==> src/design/bilinear_image_scaler_defines.svh <==
// assertion macros for the bilinear scaler
`ifndef BILINEAR_IMAGE_SCALER_DEFINES_SVH
`define BILINEAR_IMAGE_SCALER_DEFINES_SVH

`ifndef SYNTH
`define BIS_ASSERT_IMP(lbl, ante, cons) \
  lbl: assert property (@(posedge clk_i) disable iff (!rst_ni) (ante) |-> (cons)) \
    else $error("bis assertion failed");
`define BIS_ASSERT_NXT(lbl, ante, cons) \
  lbl: assert property (@(posedge clk_i) disable iff (!rst_ni) (ante) |=> (cons)) \
    else $error("bis assertion failed");
`else
`define BIS_ASSERT_IMP(lbl, ante, cons)
`define BIS_ASSERT_NXT(lbl, ante, cons)
`endif

`endif

==> src/design/bis_pkg.sv <==
package bis_pkg;

  localparam int unsigned MaxWidth  = 512;
  localparam int unsigned MaxHeight = 512;
  localparam int unsigned FracBits  = 8;

  localparam int unsigned CoordW   = 12;
  localparam int unsigned StepW    = 26;
  localparam int unsigned SizeW    = 10;
  localparam int unsigned PixW     = 8;
  localparam int unsigned CfgIdxW  = 3;
  localparam int unsigned CfgDataW = 26;
  localparam int unsigned QFrac    = 16;
  localparam int unsigned PosW     = CoordW + StepW;
  localparam int unsigned IntW     = PosW - QFrac;

  localparam logic [CfgIdxW-1:0] RegSrcWidth  = 3'd0;
  localparam logic [CfgIdxW-1:0] RegSrcHeight = 3'd1;
  localparam logic [CfgIdxW-1:0] RegStepX     = 3'd2;
  localparam logic [CfgIdxW-1:0] RegStepY     = 3'd3;

  localparam logic OpLoad  = 1'b0;
  localparam logic OpQuery = 1'b1;

  localparam logic [SizeW-1:0] SizeRst = 10'd512;
  localparam logic [StepW-1:0] StepRst = 26'd65536;

endpackage

==> src/design/bis_ram.sv <==
module bis_ram #(
  parameter int unsigned WIDTH = bis_pkg::PixW,
  parameter int unsigned DEPTH = 256,
  localparam int unsigned AddrW = $clog2(DEPTH)
) (
  input  logic             clk_i,
  input  logic             we_i,
  input  logic [AddrW-1:0] waddr_i,
  input  logic [WIDTH-1:0] wdata_i,
  input  logic             re_i,
  input  logic [AddrW-1:0] raddr_i,
  output logic [WIDTH-1:0] rdata_o
);

  logic [WIDTH-1:0] mem_q [DEPTH];
  logic [WIDTH-1:0] rdata_q;

  always_ff @(posedge clk_i) begin
    if (we_i) begin
      mem_q[waddr_i] <= wdata_i;
    end
    if (re_i) begin
      rdata_q <= mem_q[raddr_i];
    end
  end

  assign rdata_o = rdata_q;

endmodule

==> config.mk <==
export PLATFORM = sky130hd
export DESIGN_NAME = bis_ram
export DESIGN_NICKNAME = d
export VERILOG_FILES = /design/src/design/bilinear_image_scaler_defines.svh /design/src/design/bis_pkg.sv /design/src/design/bis_ram.sv
export SDC_FILE = /design/constraint.sdc
export NUM_CORES = 2
export LEC_CHECK = 0
export BUFFER_PORTS_ARGS = -buffer_cell sky130_fd_sc_hd__buf_2
export CAP_MARGIN = 20
export CORE_ASPECT_RATIO = 0.6
export CORE_MARGIN = 10
export CORE_UTILIZATION = 40
export DETAILED_ROUTE_END_ITERATION = 10
export GPL_ROUTABILITY_DRIVEN = 0
export PLACE_DENSITY = 0.6
export SLEW_MARGIN = 15
export SYNTH_ARGS = -nofsm -noshare
export SYNTH_HDL_FRONTEND = slang
export SYNTH_SLANG_ARGS = --single-unit
==> constraint.sdc <==
create_clock -name clk_i -period 3.2 [get_ports clk_i]
set_input_delay 0.32 -clock clk_i [delete_from_list [all_inputs] [get_ports clk_i]]
set_output_delay 0.32 -clock clk_i [all_outputs]
set_load 0.1 [all_outputs]
==> flow_metrics.tcl <==
set metrics [dict create \
    htree_levels 4 \
    max_freq_mhz 346 \
    synth_top_cell_area_share_pct 77.5 \
    clockBufferDepth 4 \
    die_w_um 596 \
    drt-total-wl_mm 213 \
    synth_cells 3733 \
    startpoint_type "register" \
    die_h_um 366 \
    path_clk_slew_ns 0.07 \
    final-max-slew-violation-count 0 \
    hp-start "wdata_i[1]" \
    boundaryPins 35 \
    grt_max_degree 131 \
    cp_slowest_stage_delay_ns 0.81 \
    vias 41100 \
    status "complete, but fails checks" \
    r2r-start "mem_q[67][1]" \
    first_iter_violations 5947 \
    synth_area_per_cell_um2 21.3 \
    period_share_pct 90.3 \
    wl_per_cell_um 30.5 \
    synth.distinct_cells 54 \
    crit_required_ns 3.74 \
    whs_ns -0.0166 \
    placedCellCount 6645 \
    synth_warnings 0 \
    async_reset_ff_share_pct 0 \
    fin_crit_ns 2.89 \
    grt_pass1_wl_mm 304 \
    cp_max_fo 1 \
    cp_top_family "simple AND/OR/NAND/NOR gates" \
    crit_top_cell "mux4_2" \
    finalClockSkew_ns 0.0603 \
    worstRegToRegCells 6 \
    clock_latency_ns 0.83 \
    die_area_mm2 0.218 \
    path_cells "mux4_2, mux4_2, nor2b_1, nor4_2, buf_4, nor4_1" \
    cts_tree "yes" \
    synth_area_leaders "edfxtp_1 78%, mux4_2 13%, mux2i_1 1.7%" \
    num_rows 126 \
    route.detailed.drc 0 \
    place_hpwl_mm 138 \
    p_per_area_mw_per_mm2 592 \
    fin_nets 4239 \
    violations "negative hold slack" \
    regArea_mm2 0.0617 \
    max_slew_margin_pct 18.5 \
    cts_buffers 183 \
    multiInputGateArea_mm2 0.0165 \
    grt_usage_pct 19.1 \
    cts-root-buf "clkbuf_16" \
    synth_edf_count 2056 \
    grt_pass1_vias 39400 \
    reg2reg_to "rdata_o[1]" \
    min_path_type "input pin to register" \
    ys_seq_elements 2056 \
    critPathKind "register to register" \
    synthFlopType "edfxtp_1" \
    end_kind "register" \
    final_cells 6982 \
    ys_top_cells_by_count "2,056 x edfxtp_1, 454 x mux4_2, 282 x nor2_1" \
    leakage_nw 29.0 \
    whs_path_depth 1 \
    r2r_setup_slack_ns 0.31 \
    synth_top_area_cell "edfxtp_1" \
    ir_drop_mv 0.428 \
    setup_viol 0 \
    rsz0062_at_grt "false" \
    yosysMostFrequentCell "edfxtp_1" \
    finalHoldViolations 3 \
    worst-endpoint-arrival_ns 3.43 \
    worst_pin_slew_ns 1.22 \
    fillerInstances 16200 \
    vias_per_cell 5.89 \
    grt_remaining_overflow 0 \
    clock_sinks 2056 \
    cp_num_buf_inv 1 \
    cp_slowest_cell "nor4_2" \
    layout_setup_ws_ns 0.309 \
    ys_seq_area_share_pct 77.5 \
    layout-drive-gt1-share_pct 28.6 \
    maxCapViolations 0 \
    dp_slack_ns -0.469 \
    start_util_pct 40.4 \
    synth_fp_nets 3760 \
    antenna_left 0 \
    drt-pass1-iter-count 6 \
    io_buffers 34 \
    min_to "mem_q[78][1]" \
    power_mw 54.4 \
    synthToLayoutAreaGrowth_pct 15.4 \
    synth.cell_area_mm2 0.0796 \
    antenna_found_initial 13 \
    coreArea_mm2 0.197 \
]
[worst max path at each step]
stage / startpoint / cells past startpoint / to / slack [ns]
global route: mem_q[235][6] / 6 / rdata_o[6] / 0.22
CTS: mem_q[68][4] / 6 / rdata_o[4] / 0.15
global placement: raddr_i[0] / 10 / rdata_o[7] / -0.88
floorplan: raddr_i[0] / 9 / rdata_o[2] / 0.80
finish: mem_q[67][1] / 6 / rdata_o[1] / 0.31
detailed placement: raddr_i[0] / 9 / rdata_o[6] / -0.47
[state kept, by name (all words and copies together), names as in the netlist]
name     cells
mem_q     2048
rdata_o      8
[where the power goes]
group          total (mW)  internal (mW)  leakage, nW  switching (mW)
logic                3.07           1.09         7.72            1.98
clock network        21.6           11.9         2.77            9.67
registers            29.7           29.7         18.5          0.0358
[area by class of cell]
type	instances	share of cell area (%)
Clock inverter	104	1.01
Clock buffer	222	5.19
Inverter	2	0.00817
Antenna cell	5	0.0136
Tap cell	2624	3.57
Multi-Input combinational cell	1442	18.0
Timing Repair Buffer	527	5.03
Sequential cell	2056	67.2
[cell families after synthesis]
group                  after synthesis  share of synthesized area [%]
AOI/OAI and AO/OA                  385                           3.42
buffers and inverters              235                           1.83
and+or+nand+nor                    466                           2.63
DFF                               2056                           77.5
muxes                              591                           14.6
[stage by stage]
stage                     TNS [ns]  utilization, %  area, um2
final                            0            46.6      91900
after global routing             0            46.6      91900
after CTS                        0            46.6      91900
after detailed placement     -2.44            43.7      86100
after global placement       -3.26            43.7      86100
after floorplan                  0               -      79600
[placed cells by master (no fill, tap or decap), types with 9 or more instances in the layout]
cell type,synthesis,final
nor2_1,282,279
nand3_1,34,34
mux4_2,454,454
nand2_1,33,33
a221oi_1,13,13
a22oi_1,133,133
nor2b_1,31,28
o221ai_1,46,46
mux2i_1,134,134
edfxtp_1,2056,2056
clkinv_1,1,46
nor4_1,24,18
buf_4,27,438
buf_12,8,51
a21oi_1,96,96
bufinv_16,0,16
clkinv_2,0,27
o21ai_0,10,10
nor4_2,3,9
o22ai_1,28,28
a211oi_1,16,16
clkbuf_1,111,37
buf_2,31,22
o211ai_1,10,10
clkbuf_16,0,185
buf_8,13,9
nor3_1,22,21
nand4_1,10,10
[repair_timing]
item                                    CTS  global route
gates resized for setup                   0             1
endpoints found under the hold margin   138             0
endpoints found under the setup margin    0             1
setup buffers                             0             0
hold buffers                              5             0
[worst reg2reg max path, cell delays in order, from the launching register on]
cell and delay, ns:
edfxtp_1 0.41, mux4_2 0.49, mux4_2 0.47, nor2b_1 0.16, nor4_2 0.81, buf_4 0.23, nor4_1 0.05
[routing by layer]
| metal | share of wire (%) | track usage, % |
|---|---|---|
| met5 | 0.0047 | 0 |
| met4 | 1.9 | 3.33 |
| met3 | 12 | 5.98 |
| met2 | 41 | 25.9 |
| met1 | 45 | 30.4 |
No activity file was read; power rests on OpenSTA's default activity.
